==> src/rtl/core/tswk_pkg.sv <==
// Package: constants and types shared by the terrain splat weight kernel.
package tswk_pkg;

	localparam int NORM_BITS   = 16;
	localparam int SCALE_BITS  = 8;
	localparam int RAMP_STAGES = 5;
	localparam int PIPE_DEPTH  = NORM_BITS + 1 + RAMP_STAGES + SCALE_BITS + 1;

	localparam logic [1:0] CFG_ELEV_MIN   = 2'd0;
	localparam logic [1:0] CFG_ELEV_RANGE = 2'd1;
	localparam logic [1:0] CFG_SLOPE_MAX  = 2'd2;

	localparam logic [15:0] ELEV_MIN_RST   = 16'd0;
	localparam logic [15:0] ELEV_RANGE_RST = 16'd65535;
	localparam logic [15:0] SLOPE_MAX_RST  = 16'd65535;

	localparam logic [20:0] ONE      = 21'd65536;
	localparam logic [20:0] HALF     = 21'd32768;
	localparam logic [20:0] ONE_X7   = 21'd458752;
	localparam logic [20:0] ONE_X8   = 21'd524288;
	localparam logic [20:0] ONE_X11  = 21'd720896;
	localparam logic [16:0] GRASS_FLOOR = 17'd3277;

	// ceil(2^32 / d), exact floor division for numerators below 2^21
	localparam logic [51:0] RECIP3 = 52'd1431655766;
	localparam logic [51:0] RECIP7 = 52'd613566757;
	localparam logic [51:0] RECIP9 = 52'd477218589;

	typedef struct packed {
		logic [16:0] grass;
		logic [16:0] rock;
		logic [16:0] dirt;
		logic [16:0] sand;
	} weights_t;

endpackage

==> src/rtl/core/tswk_norm_div.sv <==
// Pipelined fractional divider: min(num * 2^16 / den, 2^16), one quotient bit per stage.
module tswk_norm_div (
	input  logic        clk,
	input  logic        en,
	input  logic [15:0] num,
	input  logic [15:0] den,
	output logic [16:0] q
);

	localparam int NB = tswk_pkg::NORM_BITS;

	logic [15:0] den_eff;
	logic [15:0] rem_s [0:NB];
	logic [15:0] quo_s [0:NB];
	logic        sat_s [0:NB];

	assign den_eff = (den == 16'd0) ? 16'd1 : den;

	always_ff @(posedge clk) begin
		if (en) begin
			rem_s[0] <= num;
			quo_s[0] <= '0;
			sat_s[0] <= (num >= den_eff);
		end
	end

	for (genvar k = 1; k <= NB; k++) begin : g_stage
		logic [16:0] dbl;
		logic        bit_k;
		assign dbl   = {rem_s[k-1], 1'b0};
		assign bit_k = (dbl >= {1'b0, den_eff});
		always_ff @(posedge clk) begin
			if (en) begin
				rem_s[k] <= bit_k ? 16'(dbl - {1'b0, den_eff}) : dbl[15:0];
				quo_s[k] <= {quo_s[k-1][14:0], bit_k};
				sat_s[k] <= sat_s[k-1];
			end
		end
	end

	assign q = sat_s[NB] ? 17'h10000 : {1'b0, quo_s[NB]};

endmodule

==> config.mk <==
export PLATFORM = sky130hd
export DESIGN_NAME = tswk_norm_div
export DESIGN_NICKNAME = d
export VERILOG_FILES = /design/src/rtl/core/tswk_pkg.sv /design/src/rtl/core/tswk_norm_div.sv
export SDC_FILE = /design/constraint.sdc
export NUM_CORES = 1
export LEC_CHECK = 0
export BUFFER_PORTS_ARGS = -buffer_cell sky130_fd_sc_hd__buf_2
export CORE_MARGIN = 3
export CORE_UTILIZATION = 35
export DETAILED_ROUTE_END_ITERATION = 7
export PLACE_DENSITY = 0.59
export SLEW_MARGIN = 15
export SYNTH_ARGS = -nofsm -noshare
export SYNTH_HDL_FRONTEND = slang
export SYNTH_SLANG_ARGS = --single-unit
==> constraint.sdc <==
create_clock -name clk -period 7.65 [get_ports clk]
set_input_delay 1.53 -clock clk [delete_from_list [all_inputs] [get_ports clk]]
set_output_delay 1.53 -clock clk [all_outputs]
set_load 0.01 [all_outputs]
==> results.toml <==
[cts]
postCtsSetupBuffers = 0
cts.clk_slew.worst_paths_ns = 0.06
cts-root-buf = "clkbuf_16"
cts_hold_buf = 0
clock_latency_ns = 0.60
clockBufferDepth = 3
cts_htree_levels = 2
cts_resized = 0
numCtsBuffers = 49
cts.sinks = 409
cts_tree = "built"

[grt]
grt_pass1_vias = 18782
grt_pass1_wl_microns = 103000
antenna_found_initial = 0
grt_usage_pct = 16.4
grt_max_degree = 157
grt.overflow.total = 0

[timing]
fin_skew_ns = 0.0274
rsz0062_at_grt = "false"
whs_ns = 0.414
slew_headroom_pct = 21.8
setup_violations = 0
fin_crit_ns = 5.29
max_freq_mhz = 189
drv_slew = 0
finalCritPeriodShare_pct = 69.2
hold_violations = 0
tightest_slew_ns = 1.17
fin_setup_tns_ns = 0

[floorplan]
die_area_sq_um = 79500
io_pins = 51
coreArea_sq_um = 74900
die_w_microns = 282
die_h_microns = 282
rows = 100
initial_core_util_pct = 35.6

[setup_path]
endpoint_kind = "flip-flop"
worstPathArrival_ns = 5.62
max_stage_delay_ns = 0.76
crit_chain = "buf_2, nor4_2, a41oi_4, inv_1, buf_4, fa_1, nor2b_1, o21bai_1, a311oi_1, a41o_1, o41ai_1, o21ai_0, xor2_1, mux2_4"
cp-start-kind = "input port"
critPathKind = "input port to flip-flop"
cp.required_ns = 7.98
cp_max_fo = 18
cpMaxStageDelayCell = "inv_1"

[synthesis]
yosys.area.top_type_share_pct = 46.1
syn_inst = 2379
synth_area_sq_um = 26700
ys_warn_count = 0
synth_edf_count = 409
ys_seq_area_share_pct = 46.1
async_flop_share_pct = 0
syn_nets = 2699
synthTopCellsByArea = "edfxtp_1 46%, ha_1 13%, a21oi_1 4.1%"
netlist-cell-type-count = 87
ys_seq_elements = 409
synth_most_common_cell = "edfxtp_1"
yosysTopAreaCell = "edfxtp_1"
ys.flop_type = "edfxtp_1"
synth_area_per_cell_sq_um = 11.2
ys_top_cells_by_count = "409 x edfxtp_1, 271 x ha_1, 219 x a21oi_1, 183 x nor2_1, 153 x nand2_1"

[layout]
stdcell_count = 3469
layout.nets = 2780
drive_gt1_share_pct = 11.2
diodes = 0
areaGrowthSynthToFinish_pct = 11.8

[power_and_ir_drop]
ir_worst_vdd_v = 0.000194
p_per_area_nw_per_um2 = 415
p_leak_nw = 11.7
total_power_mw = 12.4

[placed_design]
place_hpwl_microns = 45700
dpl.cell_count = 3378
port_buffers = 50
place_congestion = 0.849

[detailed_routing]
via_per_inst = 5.42
dr.pass1.iters = 5
drc = 0
avgRoutedWirePerCell_microns = 18.9
num_vias = 18791
routed_wirelength_microns = 65600
first_iter_violations = 1209
ant_nets = 0

[outcome]
run_status = "finished, final reports clean"

[flow_run]
max_cap_violations = 0

[min_path]
hold_path.class = "flip-flop to flip-flop"
==> state kept, by name, summed over array words and instances (netlist names) <==
name and cells:
sat_s 17, quo_s 136, rem_s 256
==> routing by layer <==
metal  global-route usage [%]  routed length, microns  up-vias
met4                     5.32                    1940        0
met1                     20.7                   28800     9111
met2                     29.1                   32400      329
li1                         -                       -     9236
met5                        0                       0        -
met3                     2.24                    2470      115
==> worst max-delay path, delay by kind of cell <==
family / cells / cell delay (ns)
xor gates and xnor gates: 1 / 0.17
buffers and inverters: 3 / 1.17
adders and majority gates: 1 / 0.22
and+or+nand+nor: 2 / 0.78
muxes: 1 / 0.26
AOI/OAI and AO/OA: 6 / 1.49
==> cell usage in the layout, fill, tap and decap left out, types with 68 or more instances in the layout <==
master	synthesis	routed
edfxtp_1	409	409
ha_1	271	271
a21oi_1	219	219
nor2_1	183	183
nand2_1	153	153
o21ai_0	124	124
xnor2_1	107	107
a21o_1	102	102
inv_1	82	79
xor2_1	74	74
mux2_2	68	68
==> cell families (layout without fill, tap and decap cells) <==
family / count (synthesis) / count (layout) / synth area share, %
mux: 98 / 98 / 4.28
compound gates: 687 / 687 / 17.0
simple gates: 587 / 587 / 10.8
xor+xnor: 181 / 181 / 5.95
fa+ha+maj: 286 / 286 / 13.8
flops: 409 / 409 / 46.1
buf+inv: 131 / 252 / 2.10
==> final cells by class <==
cell class	instances	area (sq um)
fillers	7025	45100
multi-input cells	1839	13900
flip-flops and latches	409	12300
clock buffers	59	1310
well taps	969	1210
repair buffers	79	490
clock inverters	32	340
inverters	82	308
==> per-stage QoR <==
stage / worst slack, ns / instance area (sq um) / util [%]
after floorplan: 1.63 / 26700 / -
after global placement: 1.78 / 28200 / 37.6
after detailed placement: 1.73 / 28200 / 37.6
after CTS: 2.36 / 29800 / 39.8
after global routing: 1.96 / 29800 / 39.8
final: 2.36 / 29800 / 39.8
==> power breakdown <==
group	leakage (nW)	internal, mW	switching, mW
Combinational	6.93	2.69	3.24
Sequential	3.98	3.60	0.430
Clock	0.790	1.45	0.953
==> final timing paths <==
check        slack (ns)  cells past startpoint         start       endpoint
max                2.36                     14        den[6]  rem_s[0][158]
min                0.41                      0   quo_s[9][2]   quo_s[10][3]
max reg2reg        4.13                      8  rem_s[0][19]   rem_s[0][47]
min reg2reg        0.41                      0   quo_s[9][2]   quo_s[10][3]
Note: power is estimated with default switching activity, not from simulation.
