$ cat src/rtl/core/tswk_pkg.sv
// Package: constants and types shared by the terrain splat weight kernel.
package tswk_pkg;

	localparam int NORM_BITS   = 16;
	localparam int SCALE_BITS  = 8;
	localparam int RAMP_STAGES = 5;
	localparam int PIPE_DEPTH  = NORM_BITS + 1 + RAMP_STAGES + SCALE_BITS + 1;

	localparam logic [1:0] CFG_ELEV_MIN   = 2'd0;
	localparam logic [1:0] CFG_ELEV_RANGE = 2'd1;
	localparam logic [1:0] CFG_SLOPE_MAX  = 2'd2;

	localparam logic [15:0] ELEV_MIN_RST   = 16'd0;
	localparam logic [15:0] ELEV_RANGE_RST = 16'd65535;
	localparam logic [15:0] SLOPE_MAX_RST  = 16'd65535;

	localparam logic [20:0] ONE      = 21'd65536;
	localparam logic [20:0] HALF     = 21'd32768;
	localparam logic [20:0] ONE_X7   = 21'd458752;
	localparam logic [20:0] ONE_X8   = 21'd524288;
	localparam logic [20:0] ONE_X11  = 21'd720896;
	localparam logic [16:0] GRASS_FLOOR = 17'd3277;

	// ceil(2^32 / d), exact floor division for numerators below 2^21
	localparam logic [51:0] RECIP3 = 52'd1431655766;
	localparam logic [51:0] RECIP7 = 52'd613566757;
	localparam logic [51:0] RECIP9 = 52'd477218589;

	typedef struct packed {
		logic [16:0] grass;
		logic [16:0] rock;
		logic [16:0] dirt;
		logic [16:0] sand;
	} weights_t;

endpackage

$ cat src/rtl/core/tswk_ramp.sv
// Ramp stages: raw sand, dirt, grass and rock weights and their total.
module tswk_ramp (
	input  logic               clk,
	input  logic               en,
	input  logic [16:0]        e,
	input  logic [16:0]        s,
	output tswk_pkg::weights_t w,
	output logic [18:0]        total
);

	logic [20:0] e5, e10, e20, s2, s4, s10;
	logic [16:0] sand_a, sfd_a;
	logic [19:0] da_a, dbn_a, r2n_a;
	logic [20:0] gan_a;
	logic [18:0] gb_a, sgn_a;
	logic [17:0] r1n_a;

	assign e5  = {2'b0, e, 2'b0} + {4'b0, e};
	assign e10 = {e5[19:0], 1'b0};
	assign e20 = {e5[18:0], 2'b0};
	assign s2  = {3'b0, s, 1'b0};
	assign s4  = {2'b0, s, 2'b0};
	assign s10 = {1'b0, s, 3'b0} + {3'b0, s, 1'b0};

	always_comb begin
		sand_a = (e5 < tswk_pkg::ONE) ? 17'(tswk_pkg::ONE - e5) : 17'd0;
		da_a   = (e10 > tswk_pkg::HALF) ? 20'(e10 - tswk_pkg::HALF) : 20'd0;
		dbn_a  = (e20 < tswk_pkg::ONE_X8) ? 20'(tswk_pkg::ONE_X8 - e20) : 20'd0;
		sfd_a  = (s2 < tswk_pkg::ONE) ? 17'(tswk_pkg::ONE - s2) : 17'd0;
		gan_a  = (e20 > tswk_pkg::ONE) ? (e20 - tswk_pkg::ONE) : 21'd0;
		gb_a   = (e10 < tswk_pkg::ONE_X7) ? 19'((tswk_pkg::ONE_X7 - e10) >> 1) : 19'd0;
		sgn_a  = (s10 < tswk_pkg::ONE_X7) ? 19'(tswk_pkg::ONE_X7 - s10) : 19'd0;
		r1n_a  = (s4 > tswk_pkg::ONE) ? 18'(s4 - tswk_pkg::ONE) : 18'd0;
		r2n_a  = (e20 > tswk_pkg::ONE_X11) ? 20'(e20 - tswk_pkg::ONE_X11) : 20'd0;
	end

	// stage 1: ramp numerators
	logic [16:0] sand_s1, sfd_s1;
	logic [19:0] da_s1, dbn_s1, r2n_s1;
	logic [20:0] gan_s1;
	logic [18:0] gb_s1, sgn_s1;
	logic [17:0] r1n_s1;

	always_ff @(posedge clk) begin
		if (en) begin
			sand_s1 <= sand_a;
			sfd_s1  <= sfd_a;
			da_s1   <= da_a;
			dbn_s1  <= dbn_a;
			gan_s1  <= gan_a;
			gb_s1   <= gb_a;
			sgn_s1  <= sgn_a;
			r1n_s1  <= r1n_a;
			r2n_s1  <= r2n_a;
		end
	end

	// stage 2: constant divisions by reciprocal
	logic [51:0] pdb, pga, psg, pr1, pr2;
	assign pdb = 52'(dbn_s1) * tswk_pkg::RECIP3;
	assign pga = 52'(gan_s1) * tswk_pkg::RECIP3;
	assign psg = 52'(sgn_s1) * tswk_pkg::RECIP7;
	assign pr1 = 52'(r1n_s1) * tswk_pkg::RECIP3;
	assign pr2 = 52'(r2n_s1) * tswk_pkg::RECIP9;

	logic [16:0] sand_s2, sfd_s2, sg_s2, r1_s2, r2_s2;
	logic [19:0] da_s2;
	logic [17:0] db_s2;
	logic [18:0] ga_s2, gb_s2;

	always_ff @(posedge clk) begin
		if (en) begin
			sand_s2 <= sand_s1;
			sfd_s2  <= sfd_s1;
			da_s2   <= da_s1;
			gb_s2   <= gb_s1;
			db_s2   <= pdb[49:32];
			ga_s2   <= pga[50:32];
			sg_s2   <= psg[48:32];
			r1_s2   <= pr1[48:32];
			r2_s2   <= pr2[48:32];
		end
	end

	// stage 3: ramp minima and rock maximum
	logic [19:0] dmin;
	logic [18:0] gmin;
	assign dmin = (da_s2 < {2'b0, db_s2}) ? da_s2 : {2'b0, db_s2};
	assign gmin = (ga_s2 < gb_s2) ? ga_s2 : gb_s2;

	logic [16:0] sand_s3, sfd_s3, sg_s3, rock_s3, dirte_s3, grase_s3;

	always_ff @(posedge clk) begin
		if (en) begin
			sand_s3  <= sand_s2;
			sfd_s3   <= sfd_s2;
			sg_s3    <= sg_s2;
			rock_s3  <= (r1_s2 > r2_s2) ? r1_s2 : r2_s2;
			dirte_s3 <= dmin[16:0];
			grase_s3 <= gmin[16:0];
		end
	end

	// stage 4: slope factors
	logic [33:0] pdirt, pgrass;
	logic [16:0] grass_raw;
	assign pdirt     = 34'(dirte_s3) * 34'(sfd_s3);
	assign pgrass    = 34'(grase_s3) * 34'(sg_s3);
	assign grass_raw = pgrass[32:16];

	tswk_pkg::weights_t w_s4;

	always_ff @(posedge clk) begin
		if (en) begin
			w_s4.sand  <= sand_s3;
			w_s4.rock  <= rock_s3;
			w_s4.dirt  <= pdirt[32:16];
			w_s4.grass <= (grass_raw < tswk_pkg::GRASS_FLOOR) ? tswk_pkg::GRASS_FLOOR : grass_raw;
		end
	end

	// stage 5: total
	tswk_pkg::weights_t w_s5;
	logic [18:0]        total_s5;

	always_ff @(posedge clk) begin
		if (en) begin
			w_s5     <= w_s4;
			total_s5 <= 19'(w_s4.grass) + 19'(w_s4.rock) + 19'(w_s4.dirt) + 19'(w_s4.sand);
		end
	end

	assign w     = w_s5;
	assign total = total_s5;

endmodule

$ cat config.mk
export PLATFORM = sky130hd
export DESIGN_NAME = tswk_ramp
export DESIGN_NICKNAME = d
export VERILOG_FILES = /design/src/rtl/core/tswk_pkg.sv /design/src/rtl/core/tswk_ramp.sv
export SDC_FILE = /design/constraint.sdc
export NUM_CORES = 2
export LEC_CHECK = 0
export BUFFER_PORTS_ARGS = -buffer_cell sky130_fd_sc_hd__buf_2
export CORE_UTILIZATION = 35
export CTS_BUF_LIST = sky130_fd_sc_hd__clkbuf_8
export CTS_CLUSTER_DIAMETER = 120
export DETAILED_ROUTE_END_ITERATION = 10
export PLACE_DENSITY = 0.54
export SYNTH_ARGS = -nofsm -noshare
export SYNTH_HDL_FRONTEND = slang
export SYNTH_SLANG_ARGS = --single-unit
$ cat constraint.sdc
create_clock -name clk -period 9.74 [get_ports clk]
set_clock_uncertainty 0.2 [all_clocks]
set_input_delay 1.948 -clock clk [delete_from_list [all_inputs] [get_ports clk]]
set_output_delay 1.948 -clock clk [all_outputs]
set_load 0.03 [all_outputs]
==> metrics.cfg <==
[final_layout]
fillers=18673
final_cells=8817
design_area_um2=72900
drive_above_1_share_pct=5.77
final_nets=8303
syn2layout_area_growth_pct=8.15

[timing]
report.final.slew_viol_count=0
finalHoldViolCount=0
finalCritPeriodShare_pct=78.4
timing.fmax_mhz=131
setup_viol=0
tightestPinTransition_ns=1.09
max_slew_margin_pct=26.8
min_period_ns=7.63
fin_setup_tns_ns=0
rsz0062_at_grt=false

[detailed_routing]
dr.pass1.iters=7
final_antenna_net_count=0
dr_total_vias=42368
drc=0
routed_wl_mm=163
drtIter0Drc=2259
wl_per_cell_um=18.5
avgViaCountPerCell=4.81

[worst_setup_path]
crit_path_max_fanout=17
required_ns=10.07
cp_cell_sequence=nand2_1 -> fa_1 -> inv_1 -> fa_1 -> inv_1 -> fa_1 -> inv_1 -> fa_1 -> fa_1 -> inv_1 -> fa_1 -> inv_1 -> ha_1 -> a21oi_1 -> o211a_1 -> o211a_1 -> a31o_2 -> o2111ai_4 -> a211o_1 -> a221o_1 -> and3_1 -> o22ai_1 -> o21ai_0
critical_path_class=flop to flop
cp_slowest_stage_delay_ns=0.77
cpMostUsedCell=fa_1
crit_arrival_ns=7.97
crit_path_end_kind=flop
crit_family=adder cells
crit_slowest_cell=edfxtp_1
worstSetupStartpointType=flop
path_buf_inv=5

[placement]
dp.cells=8637
placed_area_um2=71000
dp_hpwl_mm=137
io_buffers=122
place_congestion=0.875

[global_route]
grt_pass1_wl_mm=259
grt_usage_pct=17.3
grt_max_degree=179
grt_pass1_vias=45192
grt.overflow.total=0
antenna_found_initial=6

[yosys]
synth_area_um2=67400
yosysTopAreaCell=fa_1
synth_nets=8159
synth-async-reset-ratio_pct=0
yosys_register_bits=575
postSynthCellCount=6083
avgSynthCellArea_um2=11.1
seq_area_frac_synth_pct=25.6
ys.flop_type=edfxtp_1
synth_warnings=0
yosys-top-cells-count=inv_1, ha_1, fa_1
synthDistinctLibCells=81
synth.area.top_cells=fa_1, edfxtp_1, ha_1
synth_top_area_share_pct=28.0
synth_edf_count=575
yosysMostFrequentCell=inv_1

[status]
outcome=complete, no violations

[floorplan]
rows=160
core_um2=191000
io-pin-count=123
start_util_pct=35.3
dieArea_um2=194000
die_w_um=441
die_y_um=441

[clock_network]
numCtsBuffers=99
cts_num_sinks=575
post_cts_resized=0
cts_root_buf=clkbuf_8
clockBufferDepth=3
cts_tree=yes
clock_latency_ns=0.83
ctsHoldBuffers=0
cts.clk_slew.worst_paths_ns=0.06
post-cts-setup-buffer-count=0
h-tree-depth=3

[worst_hold_path]
min_path_type=flop to flop

[job]
max_cap_viol_count=0

per-layer routing:
layer  vias up  track usage [%]  routed length, µm
li1      20157                -                  -
met1     21299             24.1              77100
met2       763             28.1              75300
met3       145             2.43               7380
met4         4             4.18               3320
met5         -                0                 21
kinds of logic after synthesis:
| kind of cell | Yosys count | synth area share (%) |
|---|---|---|
| AO/OA/AOI/OAI | 594 | 5.87 |
| XOR/XNOR | 200 | 2.60 |
| adder cells (fa/ha/maj) | 2040 | 48.4 |
| buffers and inverters | 1402 | 7.82 |
| flip-flops | 575 | 25.6 |
| multiplexers | 55 | 0.913 |
| other | 1 | 0.00556 |
| AND/OR/NAND/NOR | 1216 | 8.83 |
registers in the layout (all words and copies together) (netlist names), 18 cells and up:
register,count
r2n_s1,18
w_s4,68
sgn_s1,18
gb_s2,19
da_s2,19
total,19
da_s1,19
w,68
gb_s1,19
dbn_s1,18
db_s2,18
ga_s2,19
gan_s1,19
worst paths after layout:
path	startpoint	end	slack [ns]	cells after the start
setup / recovery	grase_s3[7]	w_s4[53]	2.11	23
hold reg to reg	gb_s1[9]	gb_s2[9]	0.19	0
setup reg to reg	grase_s3[7]	w_s4[53]	2.11	23
hold / removal	gb_s1[9]	gb_s2[9]	0.19	0
per-stage QoR:
step,setup WS (ns),util [%],hold slack (ns)
after detailed placement,2.08,37.2,0.205
after floorplan,2.70,-,0.200
final,2.11,38.2,0.188
after global placement,2.20,37.2,0.201
after global routing,1.67,38.2,0.210
after CTS,2.06,38.2,0.200
area by class of cell:
cell class / instances / area [µm²] / share of cell area, %
multi-input cells: 4106 / 44900 / 61.6
flip-flops and latches: 575 / 17300 / 23.7
inverters: 1304 / 4890 / 6.71
well taps: 2511 / 3140 / 4.31
clock buffers: 99 / 1360 / 1.87
repair buffers: 141 / 801 / 1.10
clock inverters: 79 / 547 / 0.750
diodes: 2 / 5.00 / 0.00686
placed cells by master (no fill, tap or decap), types with 20 or more instances in the layout:
cell      netlist  routed
a211oi_1       25      25
a21o_1         76      76
a21oi_1       161     161
a31oi_1        23      23
and2_1        241     241
and3_1         27      27
buf_2           1     121
clkbuf_8        0      99
clkinv_1        0      27
clkinv_2        0      20
edfxtp_1      575     575
fa_1          944     944
ha_1         1096    1096
inv_1        1304    1319
mux2_2         52      52
nand2_1       421     421
nand2b_1       26      26
nand3_1        47      47
nand4_1        22      22
nor2_1        237     237
nor2b_1        50      50
nor3_1         54      54
o211ai_1       20      20
o21a_1         34      34
o21ai_0       101     101
xnor2_1       129     128
xor2_1         71      71
Power is not shown: default switching activity piles up to over one toggle a cycle in this logic, so the estimate is an artifact.
