`config.mk`:
```
export PLATFORM = sky130hd
export DESIGN_NAME = tswk_scale_div
export DESIGN_NICKNAME = d
export VERILOG_FILES = /design/src/rtl/core/tswk_pkg.sv /design/src/rtl/core/tswk_scale_div.sv
export SDC_FILE = /design/constraint.sdc
export NUM_CORES = 1
export LEC_CHECK = 0
export ABC_AREA = 1
export BUFFER_PORTS_ARGS = -buffer_cell sky130_fd_sc_hd__buf_2
export CAP_MARGIN = 25
export CORE_MARGIN = 2
export CORE_UTILIZATION = 35
export CTS_CLUSTER_SIZE = 12
export DETAILED_ROUTE_END_ITERATION = 12
export GPL_TIMING_DRIVEN = 0
export PLACE_DENSITY = 0.62
export SYNTH_ARGS = -nofsm -noshare
export SYNTH_HDL_FRONTEND = slang
export SYNTH_SLANG_ARGS = --single-unit
export TNS_END_PERCENT = 100
```
`constraint.sdc`:
```
create_clock -name clk -period 2.2 [get_ports clk]
set_input_delay 0.33 -clock clk [delete_from_list [all_inputs] [get_ports clk]]
set_output_delay 0.33 -clock clk [all_outputs]
set_load 0.02 [all_outputs]
```
`src/rtl/core/tswk_pkg.sv`:
```
// Package: constants and types shared by the terrain splat weight kernel.
package tswk_pkg;

	localparam int NORM_BITS   = 16;
	localparam int SCALE_BITS  = 8;
	localparam int RAMP_STAGES = 5;
	localparam int PIPE_DEPTH  = NORM_BITS + 1 + RAMP_STAGES + SCALE_BITS + 1;

	localparam logic [1:0] CFG_ELEV_MIN   = 2'd0;
	localparam logic [1:0] CFG_ELEV_RANGE = 2'd1;
	localparam logic [1:0] CFG_SLOPE_MAX  = 2'd2;

	localparam logic [15:0] ELEV_MIN_RST   = 16'd0;
	localparam logic [15:0] ELEV_RANGE_RST = 16'd65535;
	localparam logic [15:0] SLOPE_MAX_RST  = 16'd65535;

	localparam logic [20:0] ONE      = 21'd65536;
	localparam logic [20:0] HALF     = 21'd32768;
	localparam logic [20:0] ONE_X7   = 21'd458752;
	localparam logic [20:0] ONE_X8   = 21'd524288;
	localparam logic [20:0] ONE_X11  = 21'd720896;
	localparam logic [16:0] GRASS_FLOOR = 17'd3277;

	// ceil(2^32 / d), exact floor division for numerators below 2^21
	localparam logic [51:0] RECIP3 = 52'd1431655766;
	localparam logic [51:0] RECIP7 = 52'd613566757;
	localparam logic [51:0] RECIP9 = 52'd477218589;

	typedef struct packed {
		logic [16:0] grass;
		logic [16:0] rock;
		logic [16:0] dirt;
		logic [16:0] sand;
	} weights_t;

endpackage

```
`src/rtl/core/tswk_scale_div.sv`:
```
// Pipelined divider: round_half_up(255 * w / total), one quotient bit per stage.
module tswk_scale_div (
	input  logic        clk,
	input  logic        en,
	input  logic [16:0] w,
	input  logic [18:0] total,
	output logic [7:0]  q
);

	localparam int SB = tswk_pkg::SCALE_BITS;

	logic [26:0] rem_s [0:SB];
	logic [19:0] den_s [0:SB];
	logic [7:0]  quo_s [0:SB];

	always_ff @(posedge clk) begin
		if (en) begin
			rem_s[0] <= 27'({w, 9'b0}) - 27'({w, 1'b0}) + 27'(total);
			den_s[0] <= {total, 1'b0};
			quo_s[0] <= '0;
		end
	end

	for (genvar k = 1; k <= SB; k++) begin : g_stage
		logic [26:0] sh;
		logic        bit_k;
		assign sh    = 27'(den_s[k-1]) << (SB - k);
		assign bit_k = (rem_s[k-1] >= sh);
		always_ff @(posedge clk) begin
			if (en) begin
				rem_s[k] <= bit_k ? (rem_s[k-1] - sh) : rem_s[k-1];
				den_s[k] <= den_s[k-1];
				quo_s[k] <= {quo_s[k-1][6:0], bit_k};
			end
		end
	end

	assign q = quo_s[SB];

endmodule

```
==> results.yml, run 1 <==
outcome:
  outcome: "finished, violations left"
  violations: "negative setup slack"
setup_path:
  critical_path.max_stage_delay_ns: 0.41
  path_cells: "ha_2 -> fa_2 -> inv_2 -> nand2_2 -> nand2_1 -> nand3_1 -> nand2_2 -> nand2_2 -> nand4_4 -> inv_4 -> buf_12 -> nand2_1 -> nand2_2"
  cp.required_ns: 2.53
  cp_max_fo: 10
  path_class: "reg -> reg"
  worstSetupPathDepth: 13
  ff2ff_path_depth: 13
  start_kind: "register"
  critPathTopFamily: "simple AND/OR/NAND/NOR gates"
  end_kind: "register"
  crit_buf_inv: 3
  crit_slowest_cell: "edfxtp_1"
  critPathMostFrequentCell: "nand2_2"
  crit_arrival_ns: 2.56
power_and_ir_drop:
  peakVddDrop_mv: 0.687
  p_int_mw: 23.8
  power_frac_comb_pct: 52.6
  power_leakage_nw: 16.5
  power_frac_clock_pct: 17.5
  power.density_nw_per_um2: 1150
  p_sw_share_pct: 41.7
  seq_power_share_pct: 29.9
  power_switching_mw: 17.0
placed_design:
  dpl.hpwl_mm: 57.9
  placed_cell_area_um2: 28900
  portBuffers: 45
  gp_congestion: 0.941
  placed_cells: 4626
global_routing:
  grtUsageTotal_pct: 18.7
  overflow: 0
  grt_pass1_vias: 22758
  grt_pass1_wl_mm: 117
  grt_max_degree: 131
  antenna_found_initial: 0
clock_tree:
  cts_buffer_depth: 3
  tritoncts: "done"
  htree_levels: 2
  clock_latency_ns: 0.59
  clkTransAtPathRegs_ns: 0.06
  cts_num_sinks: 396
  cts_root_buf: "clkbuf_16"
  cts_buffers: 44
sta:
  layout_setup_ws_ns: -0.0312
  tightest_slew_ns: 0.746
  max_freq_ghz: 0.448
  hold_viol: 0
  period_needed_ns: 2.23
  timing.final.crit_share_pct: 101
  slew_viol_final: 0
  rsz0062_at_grt: "true"
  fin_skew_ns: 0.0174
  relSlewSlack_pct: 50.2
  setup_violations: 17
detailed_routing:
  detail_route.wl_per_cell_um: 15.9
  viasPerCell: 4.76
  vias: 23507
  wl_met2_mm: 41.1
  wl_mm: 78.2
  dr.pass1.iters: 5
  top_layer_used: "met4"
  final_antenna_net_count: 0
  route.detailed.drc: 0
  wl_met3_mm: 2.59
  wl_met1_mm: 29.6
  drtIter0Drc: 1580
yosys:
  seq_area_frac_synth_pct: 43.7
  synth_enable_flop_cells: 396
  syn_nets: 3777
  ys_ff_latch: 396
  synth_flop_cell: "edfxtp_1"
  syn-instance-count: 3538
  synth.avg_cell_area_um2: 7.69
  ys_types: 38
  async_reset_ff_share_pct: 0
  synth.cell_area_um2: 27200
  ys.warnings.count: 0
layout:
  drive_gt1_share_pct: 23.9
  final_nets: 4102
  num-fill-cells: 7448
  synthToLayoutAreaGrowth_pct: 29.9
  multi_input_area_um2: 15300
  final_cells: 4934
  diodes: 0
  fin_area_um2: 35400
  register_area_um2: 11900
die:
  die_x_um: 283
  die_h_um: 283
  io_pins: 46
  core_um2: 77200
  initial_core_util_pct: 35.2
  die_area_um2: 80000
  std_cell_rows: 102
job:
  max_cap_violations: 0
min_path:
  min_path_cells: 3
  hold_path_class: "in -> reg"
## metal layers
layer	up-vias	GRT usage (%)
met2	529	36.1
met5	-	0
met3	221	2.29
li1	11844	-
met1	10913	19.6
met4	0	10.3
## Yosys cell counts (9+ instances only)
cell type     n  area, um^2
nand3_1     236        1180
nand2_1    1309        4910
ha_1        184        2300
fa_1         17         340
nand4_1      43         269
xor2_1       67         587
inv_2        13        48.8
nor2_1      258         968
buf_6        15         169
xnor2_1      11        96.3
a21oi_2      22         193
and2_1        9        56.3
a21oi_1     111         556
nor3_1       23         115
nand3b_1     34         255
o21ai_1      12        60.1
o21ai_0      31         155
buf_4        18         135
inv_1       680        2550
edfxtp_1    396       11900
## cell usage in the layout (no fill, tap or decap), types with 9 or more instances in the layout
| cell | n |
|---|---|
| ha_2 | 10 |
| nand2_2 | 150 |
| nand3_1 | 201 |
| a21oi_1 | 93 |
| o21ai_1 | 15 |
| nor2_2 | 51 |
| nand2_1 | 1125 |
| a21oi_2 | 35 |
| inv_2 | 74 |
| xor2_1 | 67 |
| buf_12 | 14 |
| clkinv_1 | 9 |
| clkbuf_16 | 56 |
| nor2_4 | 24 |
| nand3b_1 | 34 |
| buf_4 | 201 |
| nor2_1 | 192 |
| fa_1 | 11 |
| ha_1 | 55 |
| buf_2 | 44 |
| nand2_4 | 36 |
| inv_1 | 611 |
| nand3_2 | 29 |
| dlygate4sd3_1 | 19 |
| xnor2_1 | 11 |
| nand4_1 | 43 |
| o21ai_0 | 27 |
| nor3_1 | 16 |
| edfxtp_1 | 396 |
| ha_4 | 119 |
| buf_8 | 13 |
## power groups by stage
| stage | Combinational (mW) | Clock [mW] | Sequential [mW] |
|---|---|---|---|
| floorplan | 11.9 | 0 | 11.5 |
| global placement | 15.7 | 0 | 12.0 |
| detailed placement | 15.9 | 0 | 12.0 |
| CTS | 18.0 | 7.30 | 12.0 |
| global route | 23.7 | 7.60 | 12.4 |
| finish | 21.5 | 7.15 | 12.2 |
## timing repair
item | 4_1_cts | 5_1_grt
pin swaps | 37 | 110
endpoints found under the setup margin | 159 | 161
setup buffers | 62 | 139
gates cloned | 2 | 10
resized for setup | 256 | 437
endpoints found under the hold margin | 19 | 0
hold buffers | 19 | 0
## state kept, by name, indices dropped and copies added (netlist names)
register and count:
quo_s 36, rem_s 216, den_s 144
## through the flow
stage	worst slack, ns	total power, mW	utilization [%]	hold WS [ns]	setup TNS [ns]
6_report	-0.0312	40.8	45.8	0.103	-0.151
5_1_grt	-0.101	43.7	45.8	0.115	-5.00
4_1_cts	-0.0241	37.4	42.1	0.0884	-0.0860
3_5_place_dp	-0.575	27.8	37.4	0.405	-45.63
3_3_place_gp	-5.02	27.7	37.3	0.401	-2011.50
2_1_floorplan	0.00131	23.3	-	0.400	0
## path summary, 6_finish.rpt
check | from | endpoint | slack (ns)
max | rem_s[0][135] | rem_s[0][178] | -0.03
max reg2reg | rem_s[0][135] | rem_s[0][178] | -0.03
min reg2reg | quo_s[0][61] | quo_s[0][70] | 0.41
min | w[16] | rem_s[0][26] | 0.10
## cell type report
type / instances / share of cell area, %
clock buffer: 53 / 3.27
buffer: 34 / 1.34
tap: 1040 / 3.68
inverter: 693 / 7.46
sequential: 396 / 33.6
multi-input combinational: 2414 / 43.3
timing repair buffer: 280 / 6.78
clock inverter: 24 / 0.555
## cells by family (layout without fill, tap and decap cells)
logic type | Yosys count | in the layout | share of synthesized area (%)
simple gates | 1941 | 1941 | 29.3
buf+inv | 728 | 1084 | 10.7
flops | 396 | 396 | 43.7
fa+ha+maj | 201 | 201 | 9.71
compound gates | 194 | 194 | 4.05
xor+xnor | 78 | 78 | 2.51
## worst register-to-register path: cells and delay by family (launching register included)
| kind | cells | cell delay (ns) |
|---|---|---|
| adders and majority gates | 2 | 0.55 |
| buffers and inverters | 3 | 0.32 |
| DFF | 1 | 0.41 |
| and+or+nand+nor | 8 | 0.69 |
No activity file was read; power rests on OpenSTA's default activity.
==> inputs of run 2 (changes only) <==
--- a/config.mk
+++ b/config.mk
@@ -8,12 +8,14 @@
 export ABC_AREA = 1
 export BUFFER_PORTS_ARGS = -buffer_cell sky130_fd_sc_hd__buf_2
 export CAP_MARGIN = 25
+export CELL_PAD_IN_SITES_DETAIL_PLACEMENT = 1
+export CELL_PAD_IN_SITES_GLOBAL_PLACEMENT = 2
 export CORE_MARGIN = 2
 export CORE_UTILIZATION = 35
 export CTS_CLUSTER_SIZE = 12
 export DETAILED_ROUTE_END_ITERATION = 12
 export GPL_TIMING_DRIVEN = 0
-export PLACE_DENSITY = 0.62
+export PLACE_DENSITY = 0.88
 export SYNTH_ARGS = -nofsm -noshare
 export SYNTH_HDL_FRONTEND = slang
 export SYNTH_SLANG_ARGS = --single-unit
==> run 2 against run 1 <==
Net effect: the flow still finishes with violations (negative setup slack); combinational power is 18% higher; final area is 6.3% higher; clock skew is 0.0032 ns higher; non-clock buffer count is 124 higher; utilization is 2.9 points higher; count of clock-buffer cells in the layout is 6 higher; clock power is 1% higher; via count is 7.1% higher; fmax is 5.5% lower; sequential power is 3% higher; first-iteration DRC count is 8.7% lower; flip-flop and latch count stayed put; largest cell class unchanged; largest power group unchanged; highest routed layer unchanged.
==> results.yml, run 2 (same netlist as run 1, synthesis figures left out) <==
outcome:
  outcome: "finished, violations left"
  violations: "negative setup slack"
global_routing:
  grt_pass1_wl_mm: 142
  antenna_found_initial: 1
  overflow: 0
  grt_pass1_vias: 25360
  grtUsageTotal_pct: 23.1
  grt_max_degree: 80
layout:
  drive_gt1_share_pct: 31.8
  fin_area_um2: 37600
  register_area_um2: 11900
  largest_reg_flops: 216
  reg.largest.list: "rem_s: 216 flops, den_s: 144 flops, quo_s: 36 flops"
  regMostFlops: "rem_s"
  final_nets: 4228
  synthToLayoutAreaGrowth_pct: 38.1
  diodes: 0
  final_cell_mix: "nand2_1 (976), inv_1 (579), edfxtp_1 (396), buf_4 (311), nand2_2 (244)"
  mostFrequentLayoutCell: "nand2_1"
  num-fill-cells: 9045
  multi_input_area_um2: 16400
sta:
  layout_setup_ws_ns: -0.160
  slew_viol_final: 0
  fin_skew_ns: 0.0206
  max_freq_ghz: 0.424
  tightest_slew_ns: 0.518
  setup_violations: 112
  hold_viol: 0
  rsz0062_at_grt: "true"
  timing.final.crit_share_pct: 107
  period_needed_ns: 2.36
  whs_ns: 0.0406
  relSlewSlack_pct: 65.2
power_and_ir_drop:
  p_sw_share_pct: 44.0
  power_frac_clock_pct: 16.0
  power_frac_comb_pct: 56.0
  peakVddDrop_mv: 0.634
  seq_power_share_pct: 27.9
  power.density_nw_per_um2: 1200
  power_switching_mw: 19.9
  p_int_mw: 25.3
  power_leakage_nw: 17.7
setup_path:
  cp_max_fo: 4
  crit_arrival_ns: 2.70
  path_class: "reg -> reg"
  cp.required_ns: 2.54
  rrSetupSlack_ns: -0.16
  end_kind: "register"
  start_kind: "register"
die:
  core_um2: 77200
  initial_core_util_pct: 35.2
  die_h_um: 283
  die_x_um: 283
  std_cell_rows: 102
  io_pins: 46
  die_area_um2: 80000
detailed_routing:
  final_antenna_net_count: 0
  drtIter0Drc: 1443
  viasPerCell: 4.98
  wl_mm: 102
  route.detailed.drc: 0
  dr.pass1.iters: 5
  vias: 25174
  detail_route.wl_per_cell_um: 20.2
clock_tree:
  clock_latency_ns: 0.60
  htree_levels: 2
  cts_buffer_depth: 3
  tritoncts: "done"
  cts_num_sinks: 396
  cts_root_buf: "clkbuf_16"
  cts_buffers: 46
  clkTransAtPathRegs_ns: 0.06
job:
  max_cap_violations: 0
placed_design:
  dpl.hpwl_mm: 68.8
  placed_cell_area_um2: 28900
  portBuffers: 45
  gp_congestion: 0.867
min_path:
  hold_path_class: "in -> reg"
==> run 2: cell count changes in the layout (fill, tap and decap cells not counted), moves of 32 or more <==
| cell | before | now |
|---|---|---|
| nand2_1 | 1125 | 976 |
| buf_4 | 201 | 311 |
| nand2_2 | 150 | 244 |
| nand2_4 | 36 | 91 |
| inv_2 | 74 | 107 |
| inv_1 | 611 | 579 |
==> run 2: worst paths after layout <==
check,from,endpoint,cells after the start
worst max-delay path,den_s[0][102],rem_s[0][165],12
worst min-delay path,total[12],den_s[0][13],1
worst max register to register,den_s[0][102],rem_s[0][165],12
worst min register to register,quo_s[0][34],quo_s[0][43],0
==> run 2: layout make-up <==
class                           instances  share of cell area, %
Clock buffer                           59                   3.25
Timing Repair Buffer                  405                   9.30
Inverter                              693                   7.07
Clock inverter                         17                  0.346
Multi-Input combinational cell       2414                   43.6
Buffer                                 33                   1.35
Tap cell                             1040                   3.46
Sequential cell                       396                   31.6
==> run 2: stage by stage <==
step / instances / worst slack (ns) / power, mW / util [%] / setup TNS [ns]
finish: 5057 / -0.160 / 45.1 / 48.7 / -6.09
global route: 5057 / -0.210 / 47.9 / 48.7 / -17.01
CTS: 4880 / -0.0440 / 39.5 / 43.9 / -0.503
detailed placement: 4627 / -0.713 / 28.7 / 37.4 / -134.58
global placement: 4623 / -5.16 / 28.3 / 37.3 / -2046.40
floorplan: 3538 / 0.00131 / 23.3 / - / 0
==> run 2: what timing repair did <==
action / CTS / global route
pin swaps: 57 / 191
cloned: 5 / 12
setup buffers: 156 / 166
endpoints found under the hold margin: 18 / 0
setup endpoints to repair: 254 / 161
hold buffers: 18 / 0
gates resized for setup: 416 / 620
==> run 2: worst max-delay path, stage by stage (launching register included) <==
cell,delay [ns]
edfxtp_1,0.48
inv_1,0.09
ha_1,0.31
nand2_1,0.13
nor2_4,0.05
nand3_2,0.10
nor2_1,0.06
nand2_1,0.09
nand4_4,0.22
buf_12,0.21
buf_4,0.14
nand2_1,0.08
o21ai_0,0.11
==> run 2: metal layers <==
layer / vias up / part of all wire (%) / GRT usage, %
li1: 12105 / - / -
met2: 466 / 52 / 43.1
met3: 214 / 3.1 / 2.01
met1: 12389 / 41 / 27.9
met5: - / 0 / 0
met4: 0 / 4.1 / 7.30
==> run 2: power by group through the flow <==
stage	clock network, mW	registers (mW)	logic (mW)
floorplan	0	11.5	11.9
global placement	0	12.3	16.0
detailed placement	0	12.3	16.4
CTS	7.33	12.4	19.8
global route	7.64	12.7	27.5
finish	7.24	12.6	25.3
==> inputs of run 3 (changes only) <==
--- a/config.mk
+++ b/config.mk
@@ -6,7 +6,7 @@
 export NUM_CORES = 1
 export LEC_CHECK = 0
 export ABC_AREA = 1
-export BUFFER_PORTS_ARGS = -buffer_cell sky130_fd_sc_hd__buf_2
+export BUFFER_PORTS_ARGS = -buffer_cell sky130_fd_sc_hd__buf_4
 export CAP_MARGIN = 25
 export CELL_PAD_IN_SITES_DETAIL_PLACEMENT = 1
 export CELL_PAD_IN_SITES_GLOBAL_PLACEMENT = 2
==> run 3 against run 2 <==
Net effect: the run still ends with negative setup slack left; clock skew rose by 0.011 ns; clock power rose by 8.3%; count of clock-buffer cells in the layout fell by 2; sequential share of layout area barely moved; routed wire length rose by 0.34%; utilization barely moved; die area did not move; largest power group unchanged.
==> results.yml, run 3 (same netlist as run 1, synthesis figures left out) <==
layout:
  num-fill-cells: 9017
  mostFrequentLayoutCell: "nand2_1"
  synthToLayoutAreaGrowth_pct: 38.0
  final_cell_mix: "nand2_1 (1,004), inv_1 (587), edfxtp_1 (396), buf_4 (337), nand2_2 (240)"
  largest_reg_flops: 216
  final_nets: 4214
  multi_input_area_um2: 16200
  drive_gt1_share_pct: 30.8
  diodes: 0
  register_area_um2: 11900
  regMostFlops: "rem_s"
  reg.largest.list: "rem_s: 216 flops, den_s: 144 flops, quo_s: 36 flops"
  final_util_pct: 48.6
  final_cells: 5051
placed_design:
  dpl.hpwl_mm: 68.7
  portBuffers: 45
  gp_congestion: 0.870
  place_ws_ns: -0.554
  placed_cells: 4626
clock_tree:
  cts_num_sinks: 396
  cts_root_buf: "clkbuf_16"
  cts_buffers: 47
  clock_latency_ns: 0.61
  cts_buffer_depth: 3
  tritoncts: "done"
  clkTransAtPathRegs_ns: 0.06
  htree_levels: 2
sta:
  setup_violations: 110
  layout_setup_ws_ns: -0.153
  period_needed_ns: 2.35
  fin_skew_ns: 0.0317
  hold_viol: 0
  relSlewSlack_pct: 48.9
  max_freq_ghz: 0.425
  slew_viol_final: 0
  rsz0062_at_grt: "true"
  timing.final.crit_share_pct: 107
  tightest_slew_ns: 0.766
detailed_routing:
  drtIter0Drc: 1356
  viasPerCell: 5.01
  route.detailed.drc: 0
  dr.pass1.iters: 7
  detail_route.wl_per_cell_um: 20.3
  final_antenna_net_count: 0
  wl_met2_mm: 53.2
  top_layer_used: "met4"
  wl_met3_mm: 3.14
  wl_met1_mm: 41.7
  vias: 25291
  wl_mm: 103
setup_path:
  path_class: "reg -> reg"
  path_cells: "inv_2 -> ha_4 -> nand2_1 -> nor2_2 -> inv_1 -> nor2_2 -> nand3_2 -> nand4_4 -> clkinv_4 -> buf_12 -> nand2_1 -> nand2_1"
  crit_arrival_ns: 2.70
  cp.required_ns: 2.55
  cp_max_fo: 10
  crit_slowest_cell: "edfxtp_1"
  critical_path.max_stage_delay_ns: 0.47
  end_kind: "register"
  critPathMostFrequentCell: "nand2_1"
  start_kind: "register"
die:
  io_pins: 46
  die_area_um2: 80000
  die_h_um: 283
  initial_core_util_pct: 35.2
  std_cell_rows: 102
  core_um2: 77200
  die_x_um: 283
global_routing:
  antenna_found_initial: 1
  grt_max_degree: 133
  grt_pass1_vias: 25435
  overflow: 0
  grt_pass1_wl_mm: 143
  grtUsageTotal_pct: 23.3
min_path:
  hold_path_class: "in -> reg"
power_and_ir_drop:
  power_leakage_nw: 17.5
  peakVddDrop_mv: 0.582
  power.density_nw_per_um2: 1210
outcome:
  outcome: "finished, violations left"
  violations: "negative setup slack"
job:
  max_cap_violations: 0
[run 3: changes by cell type in the layout (fill, tap and decap cells not counted), sizes merged]
| cell | change |
|---|---|
| bufbuf | -1 |
| clkinvlp | +2 |
| buf | -12 |
| inv | -2 |
| clkinv | +8 |
| bufinv | +3 |
| clkbuf | -5 |
| dlygate4sd3 | +1 |
[run 3: layout make-up]
cell class,instances,share of cell area [%]
Timing Repair Buffer,388,9.18
Clock buffer,57,3.23
Sequential cell,396,31.7
Multi-Input combinational cell,2414,43.3
Buffer,35,1.38
Inverter,693,7.04
Clock inverter,28,0.773
Tap cell,1040,3.47
[run 3: stage by stage]
step                      power (mW)  setup TNS, ns  hold slack, ns  area (um^2)
after floorplan                 23.3              0           0.400        27300
final                           45.3          -6.51          0.0797        37500
after global placement          28.3        -946.99           0.400        28900
after global routing            48.0         -15.43          0.0880        37500
after detailed placement        28.7        -125.44           0.406        29000
after CTS                       40.3         -0.741          0.0669        34300
[run 3: routing by layer]
layer / vias up / track usage (%)
met5: - / 0
met2: 541 / 42.9
met1: 12410 / 28.3
met4: 0 / 8.22
met3: 257 / 2.14
li1: 12083 / -
[run 3: final timing paths]
check            endpoint    startpoint  slack [ns]  depth (start not counted)
min reg2reg  quo_s[0][60]  quo_s[0][51]        0.41                          0
min          rem_s[0][26]         w[16]        0.08                          3
max          rem_s[0][66]  den_s[0][26]       -0.15                         12
max reg2reg  rem_s[0][66]  den_s[0][26]       -0.15                         12
[run 3: worst max-delay path, delay by kind of cell, from the launching register on]
family	cells	cell delay, ns
adder cells (fa/ha/maj)	1	0.31
buffers and inverters	4	0.46
AND/OR/NAND/NOR	7	0.85
flip-flops	1	0.47
[run 3: report_power, final]
part           internal (mW)  switching [mW]
clock network           4.43            3.42
registers               10.8            1.75
logic                   10.3            14.6
[run 3: timing repair]
item,4_1_cts,5_1_grt
gates resized for setup,460,527
endpoints found under the hold margin,19,0
hold buffers,19,0
gates cloned,7,10
endpoints found under the setup margin,160,298
setup buffers,148,157
pin swaps,68,166
